===== config.mk =====
export PLATFORM = sky130hd
export DESIGN_NAME = ultrasonic_echo_ranger
export DESIGN_NICKNAME = d
export VERILOG_FILES = /design/src/hdl/uer_pkg.sv /design/src/hdl/ultrasonic_echo_ranger.sv
export VERILOG_INCLUDE_DIRS = /design/src /design/src/hdl
export SDC_FILE = /design/constraint.sdc
export NUM_CORES = 1
export LEC_CHECK = 0
export BUFFER_PORTS_ARGS = -buffer_cell sky130_fd_sc_hd__buf_2
export CAP_MARGIN = 20
export CORE_AREA = 10 10 207 111
export CTS_BUF_LIST = sky130_fd_sc_hd__clkbuf_4 sky130_fd_sc_hd__clkbuf_8 sky130_fd_sc_hd__clkbuf_16
export DETAILED_ROUTE_END_ITERATION = 10
export DIE_AREA = 0 0 217 121
export PLACE_DENSITY_LB_ADDON = 0.15
export RECOVER_POWER = 50
export SKIP_LAST_GASP = 1
export SLEW_MARGIN = 20
export SYNTH_ARGS = -nofsm -noshare
export SYNTH_HDL_FRONTEND = slang
export SYNTH_SLANG_ARGS = --single-unit
export TNS_END_PERCENT = 50

===== constraint.sdc =====
create_clock -name clk -period 12.2 [get_ports clk]
set_input_delay 1.22 -clock clk [delete_from_list [all_inputs] [get_ports clk]]
set_output_delay 1.22 -clock clk [all_outputs]
set_load 0.005 [all_outputs]

===== src/hdl/ultrasonic_echo_ranger_assert.svh =====
// Assertion macros shared by the ultrasonic ranger RTL.
`ifndef ULTRASONIC_ECHO_RANGER_ASSERT_SVH
`define ULTRASONIC_ECHO_RANGER_ASSERT_SVH

`ifndef SYNTHESIS
// Same-cycle implication, checked on every rising edge outside reset.
`define UER_ASSERT_IMP(label, ante, cons) \
  label: assert property (@(posedge clk) disable iff (rst) (ante) |-> (cons)) \
    else $error("ranger assertion failed");
// Next-cycle implication, checked on every rising edge outside reset.
`define UER_ASSERT_NXT(label, ante, cons) \
  label: assert property (@(posedge clk) disable iff (rst) (ante) |=> (cons)) \
    else $error("ranger assertion failed");
`else
`define UER_ASSERT_IMP(label, ante, cons)
`define UER_ASSERT_NXT(label, ante, cons)
`endif

`endif


===== src/hdl/uer_pkg.sv =====
// Constants and codes for the single-pin ultrasonic ranger.
`default_nettype none

package uer_pkg;

  // Measurement phases.
  localparam logic [1:0] PH_IDLE    = 2'd0;
  localparam logic [1:0] PH_TRIG    = 2'd1;
  localparam logic [1:0] PH_RISE    = 2'd2;
  localparam logic [1:0] PH_MEASURE = 2'd3;

  // Result status codes.
  localparam logic [1:0] ST_OK      = 2'd0;
  localparam logic [1:0] ST_NOSTART = 2'd1;
  localparam logic [1:0] ST_TOOLONG = 2'd2;
  localparam logic [1:0] ST_EMPTY   = 2'd3;

  // Configuration register indexes.
  localparam logic [1:0] REG_TICKS_PER_US    = 2'd0;
  localparam logic [1:0] REG_TRIGGER_US      = 2'd1;
  localparam logic [1:0] REG_RISE_TIMEOUT_US = 2'd2;
  localparam logic [1:0] REG_FALL_TIMEOUT_US = 2'd3;

  // Distance = echo_us * 1.715, done as (echo_us * 28099) >> 14.
  localparam logic [14:0] DIST_MUL   = 15'd28099;
  localparam int          DIST_SHIFT = 14;

  localparam int US_W   = 16;
  localparam int DIST_W = 17;
  localparam int PROD_W = 31;

endpackage

`default_nettype wire


===== src/hdl/ultrasonic_echo_ranger.sv =====
// Top level of the single-pin ultrasonic ranger: sequencer, timers and result register.
`default_nettype none
`include "ultrasonic_echo_ranger_assert.svh"

// Each input word is one sampled clock tick of the shared sensor pin plus a start
// request, and it yields exactly one output word. A word is taken every cycle: the
// phase sequencer, microsecond prescaler and timeout compares sit between the state
// registers and a one-deep output register, and in_ready stays high unless that
// register holds a word the consumer has not taken. The output word is registered.
// The longest path is the finishing width selection followed by one
// 16 x 15 bit multiply for the distance, which lands directly in the output register.
// A start drives the pin for trigger_us microseconds, then the block waits for the
// echo to rise and times its high width; status, echo_us and distance_centi_cm hold
// the last finished measurement. Configuration writes take effect at once.
module ultrasonic_echo_ranger (
  input  wire logic        clk,
  input  wire logic        rst,
  input  wire logic        cfg_we,
  input  wire logic [1:0]  cfg_index,
  input  wire logic [15:0] cfg_data,
  input  wire logic        in_valid,
  output logic             in_ready,
  input  wire logic        start_req,
  input  wire logic        echo_level,
  output logic             out_valid,
  input  wire logic        out_ready,
  output logic             pin_drive,
  output logic             pin_high,
  output logic             busy_res,
  output logic             done_res,
  output logic [1:0]       status,
  output logic [15:0]      echo_us,
  output logic [16:0]      distance_centi_cm
);

  // Configuration registers.
  logic [7:0]  ticks_per_us;
  logic [7:0]  trigger_us;
  logic [15:0] rise_timeout_us;
  logic [15:0] fall_timeout_us;

  // Sequencer state.
  logic [1:0]  phase, phase_next;
  logic [7:0]  tick_prescale, tick_prescale_next;
  logic [15:0] us_count, us_count_next;

  logic        in_accept;
  logic [1:0]  ph_cur;
  logic [7:0]  tp_cur;
  logic [15:0] uc_cur;
  logic [8:0]  tp_inc;
  logic [15:0] uc_inc;
  logic        us_tick;
  logic [7:0]  tpu_eff, trig_eff;
  logic [15:0] rise_eff, fall_eff;
  logic        fin;
  logic [1:0]  fin_status;
  logic [15:0] fin_width;
  logic [uer_pkg::PROD_W-1:0] prod;
  logic [16:0] fin_dist;
  logic        counters_clear;
  logic        start_taken;
  logic        left_idle;

  assign in_ready  = !out_valid || out_ready;
  assign in_accept = in_valid && in_ready;
  assign pin_high  = pin_drive;

  // A limit of zero behaves as one.
  assign tpu_eff  = (ticks_per_us == '0) ? 8'd1 : ticks_per_us;
  assign trig_eff = (trigger_us == '0) ? 8'd1 : trigger_us;
  assign rise_eff = (rise_timeout_us == '0) ? 16'd1 : rise_timeout_us;
  assign fall_eff = (fall_timeout_us == '0) ? 16'd1 : fall_timeout_us;

  always_comb begin
    ph_cur = phase;
    tp_cur = tick_prescale;
    uc_cur = us_count;
    if (phase == uer_pkg::PH_IDLE && start_req) begin
      ph_cur = uer_pkg::PH_TRIG;
      tp_cur = '0;
      uc_cur = '0;
    end

    tp_inc  = {1'b0, tp_cur} + 9'd1;
    us_tick = (tp_inc >= {1'b0, tpu_eff});
    uc_inc  = uc_cur + 16'd1;

    phase_next         = ph_cur;
    tick_prescale_next = us_tick ? 8'd0 : tp_inc[7:0];
    us_count_next      = us_tick ? uc_inc : uc_cur;
    fin        = 1'b0;
    fin_status = uer_pkg::ST_OK;
    fin_width  = '0;

    unique case (ph_cur)
      uer_pkg::PH_IDLE: begin
        tick_prescale_next = tp_cur;
        us_count_next      = uc_cur;
      end
      uer_pkg::PH_TRIG: begin
        if (us_tick && uc_inc >= {8'd0, trig_eff}) begin
          phase_next         = uer_pkg::PH_RISE;
          tick_prescale_next = '0;
          us_count_next      = '0;
        end
      end
      uer_pkg::PH_RISE: begin
        if (echo_level) begin
          phase_next         = uer_pkg::PH_MEASURE;
          tick_prescale_next = '0;
          us_count_next      = '0;
        end else if (us_tick && uc_inc >= rise_eff) begin
          fin        = 1'b1;
          fin_status = uer_pkg::ST_NOSTART;
        end
      end
      uer_pkg::PH_MEASURE: begin
        if (!echo_level) begin
          fin = 1'b1;
          if (uc_cur == '0) begin
            fin_status = uer_pkg::ST_EMPTY;
          end else begin
            fin_width = uc_cur;
          end
        end else if (us_tick && uc_inc >= fall_eff) begin
          fin        = 1'b1;
          fin_status = uer_pkg::ST_TOOLONG;
          fin_width  = uc_inc;
        end
      end
      default: begin
        phase_next = uer_pkg::PH_IDLE;
      end
    endcase

    if (fin) begin
      phase_next         = uer_pkg::PH_IDLE;
      tick_prescale_next = '0;
      us_count_next      = '0;
    end
  end

  // Fixed-point scaling of the width to hundredths of a centimeter.
  assign prod     = uer_pkg::PROD_W'(fin_width) * uer_pkg::PROD_W'(uer_pkg::DIST_MUL);
  assign fin_dist = (fin_status == uer_pkg::ST_OK) ?
                    prod[uer_pkg::DIST_SHIFT +: uer_pkg::DIST_W] : 17'd0;

  always_ff @(posedge clk) begin
    if (rst) begin
      ticks_per_us      <= 8'd16;
      trigger_us        <= 8'd10;
      rise_timeout_us   <= 16'd30000;
      fall_timeout_us   <= 16'd30000;
      phase             <= uer_pkg::PH_IDLE;
      tick_prescale     <= '0;
      us_count          <= '0;
      out_valid         <= 1'b0;
      pin_drive         <= 1'b0;
      busy_res          <= 1'b0;
      done_res          <= 1'b0;
      status            <= uer_pkg::ST_OK;
      echo_us           <= '0;
      distance_centi_cm <= '0;
    end else begin
      if (cfg_we) begin
        unique case (cfg_index)
          uer_pkg::REG_TICKS_PER_US:    ticks_per_us    <= cfg_data[7:0];
          uer_pkg::REG_TRIGGER_US:      trigger_us      <= cfg_data[7:0];
          uer_pkg::REG_RISE_TIMEOUT_US: rise_timeout_us <= cfg_data;
          uer_pkg::REG_FALL_TIMEOUT_US: fall_timeout_us <= cfg_data;
          default: ;
        endcase
      end

      if (in_accept) begin
        phase         <= phase_next;
        tick_prescale <= tick_prescale_next;
        us_count      <= us_count_next;
        out_valid     <= 1'b1;
        pin_drive     <= (ph_cur == uer_pkg::PH_TRIG);
        busy_res      <= (ph_cur != uer_pkg::PH_IDLE);
        done_res      <= fin;
        // The result fields double as the record of the last finished measurement.
        if (fin) begin
          status            <= fin_status;
          echo_us           <= fin_width;
          distance_centi_cm <= fin_dist;
        end
      end else if (out_ready) begin
        out_valid <= 1'b0;
      end
    end
  end

  assign counters_clear = (tick_prescale == '0) && (us_count == '0);
  assign start_taken    = in_accept && phase == uer_pkg::PH_IDLE && start_req;
  assign left_idle      = (phase == uer_pkg::PH_TRIG) || (phase == uer_pkg::PH_RISE);

  `UER_ASSERT_IMP(a_idle_counters_clear, phase == uer_pkg::PH_IDLE, counters_clear)
  `UER_ASSERT_IMP(a_dist_only_when_ok, status != uer_pkg::ST_OK, distance_centi_cm == '0)
  `UER_ASSERT_IMP(a_done_while_busy, out_valid && done_res, busy_res)
  `UER_ASSERT_NXT(a_start_leaves_idle, start_taken, left_idle)

endmodule

`default_nettype wire


==> flow_metrics.env, run 1 <==
export IMPL_hp_class="flop to flop"
export IMPL_post_synth_mux_area_share_pct=1.63
export IMPL_place_port_buffers=65
export IMPL_power_density_mw_per_mm2=81.7
export IMPL_violations="max-capacitance violations, max-slew violations"
export IMPL_dr_pass1_iters=5
export IMPL_vias=8772
export IMPL_setup_tns_ps=0
export IMPL_min_period_ps=10910
export IMPL_synth_top_family_by_area="adder cells"
export IMPL_slowest_stage="fa_1"
export IMPL_fp_dieW_um=217
export IMPL_r2r_start="phase[1]$_SDFFE_PP0P_"
export IMPL_path_common_cell="fa_1"
export IMPL_vdd_drop_max_mv=0.0809
export IMPL_wl_per_cell_um=18.7
export IMPL_cts_setup_buffers=0
export IMPL_seq_area_frac_synth_pct=21.6
export IMPL_grt_usage_pct=22.3
export IMPL_ys_flop_type="dfxtp_1"
export IMPL_post_route_cells_drive_above_1_share_pct=9.17
export IMPL_clk_pin_slew_ps=60
export IMPL_ant_nets=0
export IMPL_cts_root_buf="clkbuf_16"
export IMPL_path_class="input pin to flop"
export IMPL_outcome="finished, violations left"
export IMPL_async_reset_ff_share_pct=0
export IMPL_finalSetupViolations=0
export IMPL_maxSlewViolCount=73
export IMPL_cp_arrival_ps=11250
export IMPL_layout_common_cells="inv_1 (170), ha_1 (158), dfxtp_1 (113), nand2_1 (107), nor2_1 (86)"
export IMPL_area_delta_synth_final_pct=11.2
export IMPL_dp_cells=1499
export IMPL_clock_fmax_mhz=91.6
export IMPL_finalHoldViolCount=0
export IMPL_gp_congestion=0.931
export IMPL_clock_skew_ps=11.1
export IMPL_ios=66
export IMPL_tritoncts="done"
export IMPL_fin_cells=1531
export IMPL_grt_ovfl_total=0
export IMPL_hold_start="distance_centi_cm[14]$_SDFFE_PP0P_"
export IMPL_synth_warnings=0
export IMPL_via_per_inst=5.73
export IMPL_layout_commonest_cell="inv_1"
export IMPL_min_to="distance_centi_cm[14]$_SDFFE_PP0P_"
export IMPL_cts_hold_buffers=0
export IMPL_fin_nets=1517
export IMPL_cp_required_ps=12540
export IMPL_totalPowerFinal_w=0.000952
export IMPL_num_rows=36
export IMPL_syn_area_mm2=0.0105
export IMPL_synth_adder_area_share_pct=34.5
export IMPL_place_area_mm2=0.0111
export IMPL_synth_area_per_cell_um2=8.78
export IMPL_power_leakage_nw=6.05
export IMPL_core_area_mm2=0.0193
export IMPL_wirelength_met1_mm=13.2
export IMPL_cts_buffers=17
export IMPL_regToRegSetupSlack_ps=1560
export IMPL_clock_sinks=113
export IMPL_crit_fanout=14
export IMPL_start_util_pct=54.4
export IMPL_fin_crit_sh_pct=89.5
export IMPL_synth_xor_area_share_pct=2.42
export IMPL_synth_edf_count=0
export IMPL_syn_num_nets=1459
export IMPL_reg2reg_depth=36
export IMPL_rsz0062_at_grt="false"
export IMPL_die_h_um=121
export IMPL_ys_types=68
export IMPL_grt_pass1_wl_mm=46.7
export IMPL_synth_compound_area_share_pct=15.7
export IMPL_reg2reg_to="distance_centi_cm[15]$_SDFFE_PP0P_"
export IMPL_yosys_area_share_simple_pct=16.3
export IMPL_clockBufferDepth=2
export IMPL_insertedDiodeCount=0
export IMPL_synth_seq_cells=113
export IMPL_antenna_found_initial=0
export IMPL_fp_dieArea_mm2=0.0263
export IMPL_top_layer="met4"
export IMPL_relSlewSlack_pct=-105
export IMPL_max_stage_delay_ps=550
export IMPL_cts_htree_levels=4
export IMPL_hpwlAfterDp_mm=22.4
export IMPL_grt_pass1_vias=8896
export IMPL_fin_area_mm2=0.0117
export IMPL_drt_total_wl_mm=28.6
export IMPL_clock_latency_ps=440
export IMPL_met2_length_mm=13.0
export IMPL_drt_initial_drc_count=643
export IMPL_cp_end_kind="flop"
export IMPL_whs_path_depth=1
export IMPL_cap_violations=1
export IMPL_start_kind="input pin"
export IMPL_dr_wl_met3_mm=1.71
export IMPL_grt_max_degree=73
export IMPL_remaining_drc_errors=0
export IMPL_worst_pin_slew_ps=3070
export IMPL_post_cts_resize_count=0
export IMPL_syn_instance_count=1194
[state kept, by name, indices dropped and copies added (netlist names), 2 cells and up]
signal	cells
distance_centi_cm	17
echo_us	16
fall_timeout_us	16
phase	2
rise_timeout_us	16
status	2
tick_prescale	8
ticks_per_us	8
trigger_us	8
us_count	16
[Yosys cell counts (all sizes together) (5+ instances only)]
cell type    n  share of area (%)
inv        170                6.1
ha         158                 19
dfxtp      113                 22
nand2      107                3.8
nor2        95                3.6
fa          82                 16
a21oi       76                3.6
o21ai       33                1.6
clkbuf      26               0.93
nor3        22                1.1
nor4        20                1.3
a21o        19                1.4
a22o        19                1.6
nand3       19               0.95
mux2i       16                1.5
xnor2       16                1.3
a22oi       15                1.1
buf         15               0.79
xor2        13                1.1
nand3b      12               0.86
nand2b      11               0.66
nand4       10               0.60
a211o        9               0.75
a32o         9               0.86
nor2b        9               0.54
or3          9               0.54
o211ai       8               0.57
a211oi       7               0.50
a31oi        7               0.48
and2         7               0.44
a41o         6               0.57
o31ai        6               0.43
and3         5               0.30
and4         5               0.42
[worst max path at each step]
stage	depth (start not counted)	endpoint	slack, ps	from
2_1_floorplan	37	distance_centi_cm[15]$_SDFFE_PP0P_	1880	start_req
3_3_place_gp	37	distance_centi_cm[15]$_SDFFE_PP0P_	1280	start_req
3_5_place_dp	37	distance_centi_cm[15]$_SDFFE_PP0P_	990	start_req
4_1_cts	37	distance_centi_cm[15]$_SDFFE_PP0P_	1330	start_req
5_1_grt	37	distance_centi_cm[15]$_SDFFE_PP0P_	680	start_req
6_report	37	distance_centi_cm[15]$_SDFFE_PP0P_	1290	start_req
[area by class of cell]
cell class                      instances  area, µm²
Clock buffer                           22        494
Clock inverter                         10       98.8
Fill cell                            1752       7620
Inverter                              170        638
Multi-Input combinational cell        870       7430
Sequential cell                       113       2260
Tap cell                              266        333
Timing Repair Buffer                   80        405
[per-stage QoR]
stage | util, % | setup slack (ps) | hold WS (ps)
2_1_floorplan | - | 1880 | 436
3_3_place_gp | 57.5 | 1280 | 443
3_5_place_dp | 57.5 | 988 | 451
4_1_cts | 60.6 | 1330 | 462
5_1_grt | 60.5 | 675 | 477
6_report | 60.5 | 1290 | 458
[critical path, delay by kind of cell]
kind | cells | cell delay (ps)
AO/OA/AOI/OAI | 11 | 2740
XOR/XNOR | 1 | 120
adder cells (fa/ha/maj) | 9 | 3830
buffers and inverters | 6 | 840
AND/OR/NAND/NOR | 10 | 2470
[cells by family after synthesis]
kind of cell / Yosys count
AO/OA/AOI/OAI: 238
XOR/XNOR: 29
adder cells (fa/ha/maj): 240
buffers and inverters: 211
flip-flops: 113
multiplexers: 17
AND/OR/NAND/NOR: 346
[power by group]
part | internal [W] | switching [W] | total [W]
Clock | 0.000308 | 0.000197 | 0.000504
Sequential | 0.000377 | 0.00000657 | 0.000383
Combinational | 0.0000218 | 0.0000427 | 0.0000645
[layer usage]
metal | up-vias | track usage, %
li1 | 4230 | -
met3 | 56 | 5.08
met1 | 4243 | 29.1
met5 | - | 0
met4 | 0 | 7.82
met2 | 243 | 35.8
Power figures use the tool's default switching activity.
==> inputs of run 2 (changes only) <==
- CTS_BUF_LIST: sky130_fd_sc_hd__clkbuf_4 sky130_fd_sc_hd__clkbuf_8 sky130_fd_sc_hd__clkbuf_16 -> sky130_fd_sc_hd__clkbuf_8 sky130_fd_sc_hd__clkbuf_16
- clock period: 12.2 -> 12.9 ns (I/O delays scaled with it)
==> run 2 against run 1 <==
  * The flow still finishes with violations (max-capacitance violations, max-slew violations)
  * Global-route usage decreased by 0.086 points
  * Total power decreased by 5.1%
  * Clock skew decreased by 3.3 ps
  * Hold slack got worse by 0.60 ps
  * Combinational power decreased by 6.0%
  * Largest cell class unchanged
  * Clock power decreased by 4.8%
  * Setup slack improved by 660 ps
  * Cell area decreased by 0.29%
==> flow_metrics.env, run 2 (synthesized netlist as in run 1, its figures left out) <==
export IMPL_vias=8722
export IMPL_fp_dieW_um=217
export IMPL_path_common_cell="fa_1"
export IMPL_clock_latency_ps=450
export IMPL_power_density_mw_per_mm2=77.7
export IMPL_vdd_drop_max_mv=0.0838
export IMPL_totalPowerFinal_w=0.000903
export IMPL_max_flop_register="distance_centi_cm"
export IMPL_hpwlAfterDp_mm=22.4
export IMPL_fin_nets=1516
export IMPL_clock_sinks=113
export IMPL_slowest_stage="fa_1"
export IMPL_post_route_cells_drive_above_1_share_pct=7.59
export IMPL_drt_total_wl_mm=28.5
export IMPL_power_leakage_nw=5.98
export IMPL_place_area_mm2=0.0111
export IMPL_min_period_ps=10950
export IMPL_grt_pass1_wl_mm=46.3
export IMPL_via_per_inst=5.70
export IMPL_num_rows=36
export IMPL_drt_initial_drc_count=784
export IMPL_ant_nets=0
export IMPL_finalHoldViolCount=0
export IMPL_layout_common_cells="inv_1 (172), ha_1 (158), dfxtp_1 (113), nand2_1 (107), nor2_1 (87)"
export IMPL_cp_arrival_ps=11290
export IMPL_grt_pass1_vias=8721
export IMPL_outcome="finished, violations left"
export IMPL_clock_skew_ps=7.80
export IMPL_dp_cells=1498
export IMPL_fin_crit_sh_pct=84.9
export IMPL_cp_required_ps=13230
export IMPL_post_cts_resize_count=0
export IMPL_layout_commonest_cell="inv_1"
export IMPL_max_stage_delay_ps=560
export IMPL_remaining_drc_errors=0
export IMPL_insertedDiodeCount=0
export IMPL_start_kind="input pin"
export IMPL_cp_end_kind="flop"
export IMPL_start_util_pct=54.4
export IMPL_cts_setup_buffers=0
export IMPL_tritoncts="done"
export IMPL_cap_violations=2
export IMPL_cts_buffers=17
export IMPL_worst_pin_slew_ps=2200
export IMPL_utilization_pct=60.3
export IMPL_gp_congestion=0.960
export IMPL_largest_reg_flops=17
export IMPL_area_delta_synth_final_pct=10.8
export IMPL_crit_fanout=14
export IMPL_grt_ovfl_total=0
export IMPL_dr_pass1_iters=5
export IMPL_path_class="input pin to flop"
export IMPL_cts_root_buf="clkbuf_16"
export IMPL_hp_class="flop to flop"
export IMPL_finalSetupViolations=0
export IMPL_violations="max-capacitance violations, max-slew violations"
export IMPL_place_port_buffers=65
export IMPL_fp_dieArea_mm2=0.0263
export IMPL_clock_fmax_mhz=91.3
export IMPL_grt_max_degree=52
export IMPL_fin_cells=1530
export IMPL_maxSlewViolCount=85
export IMPL_cts_hold_buffers=0
export IMPL_grt_usage_pct=22.2
export IMPL_multi_input_area_mm2=0.00742
export IMPL_die_h_um=121
export IMPL_clockBufferDepth=2
export IMPL_clk_pin_slew_ps=60
export IMPL_wl_per_cell_um=18.6
export IMPL_rsz0062_at_grt="false"
export IMPL_setup_tns_ps=0
export IMPL_cts_htree_levels=4
export IMPL_regArea_mm2=0.00226
export IMPL_fin_area_mm2=0.0116
export IMPL_core_area_mm2=0.0193
export IMPL_ios=66
export IMPL_relSlewSlack_pct=-46.8
export IMPL_antenna_found_initial=0
export IMPL_nFillCells=1734
## run 2: cell count changes in the layout (fill, tap and decap cells not counted)
cell       previous run  this run
inv_1               170       172
nor2_2                9         8
buf_1                 0         1
nor2_1               86        87
buf_2                42        26
bufinv_16             1         2
clkbuf_1             24        39
clkbuf_8              5         2
buf_4                14        13
## run 2: metrics by stage
step | setup slack [ps] | hold WS, ps
2_1_floorplan | 2510 | 436
3_3_place_gp | 1780 | 443
3_5_place_dp | 1570 | 438
4_1_cts | 2020 | 458
5_1_grt | 1290 | 483
6_report | 1950 | 458
## run 2: critical path, delay by kind of cell
| family | cells | cell delay [ps] |
|---|---|---|
| compound gates | 12 | 2510 |
| xor+xnor | 1 | 120 |
| fa+ha+maj | 9 | 4000 |
| buf+inv | 5 | 680 |
| simple gates | 9 | 2660 |
## run 2: final cells by class
cell class	count	share of cell area, %
Clock buffer	19	3.90
Clock inverter	13	1.17
Inverter	170	5.49
Multi-Input combinational cell	870	63.9
Sequential cell	113	19.5
Tap cell	266	2.86
Timing Repair Buffer	79	3.25
## run 2: metal layers
metal  part of all wire (%)  up-vias  global-route usage (%)
met4                    2.0        0                    6.77
met1                     45     4194                    28.4
met2                     46      250                    36.3
met3                    6.2       44                    5.72
li1                       -     4234                       -
met5                      0        -                       0
## run 2: path summary, 6_finish.rpt
kind,from,end,slack [ps],depth (start not counted)
max,start_req,distance_centi_cm[15]$_SDFFE_PP0P_,1950,36
min,status[1]$_SDFFE_PP0P_,status[1]$_SDFFE_PP0P_,460,2
max reg2reg,phase[0]$_SDFFE_PP0P_,distance_centi_cm[15]$_SDFFE_PP0P_,2310,35
min reg2reg,status[1]$_SDFFE_PP0P_,status[1]$_SDFFE_PP0P_,460,2
## run 2: power by group
group          total (W)  internal, W  switching [W]
logic          0.0000606    0.0000203      0.0000403
registers       0.000363     0.000356     0.00000626
clock network   0.000480     0.000293       0.000187
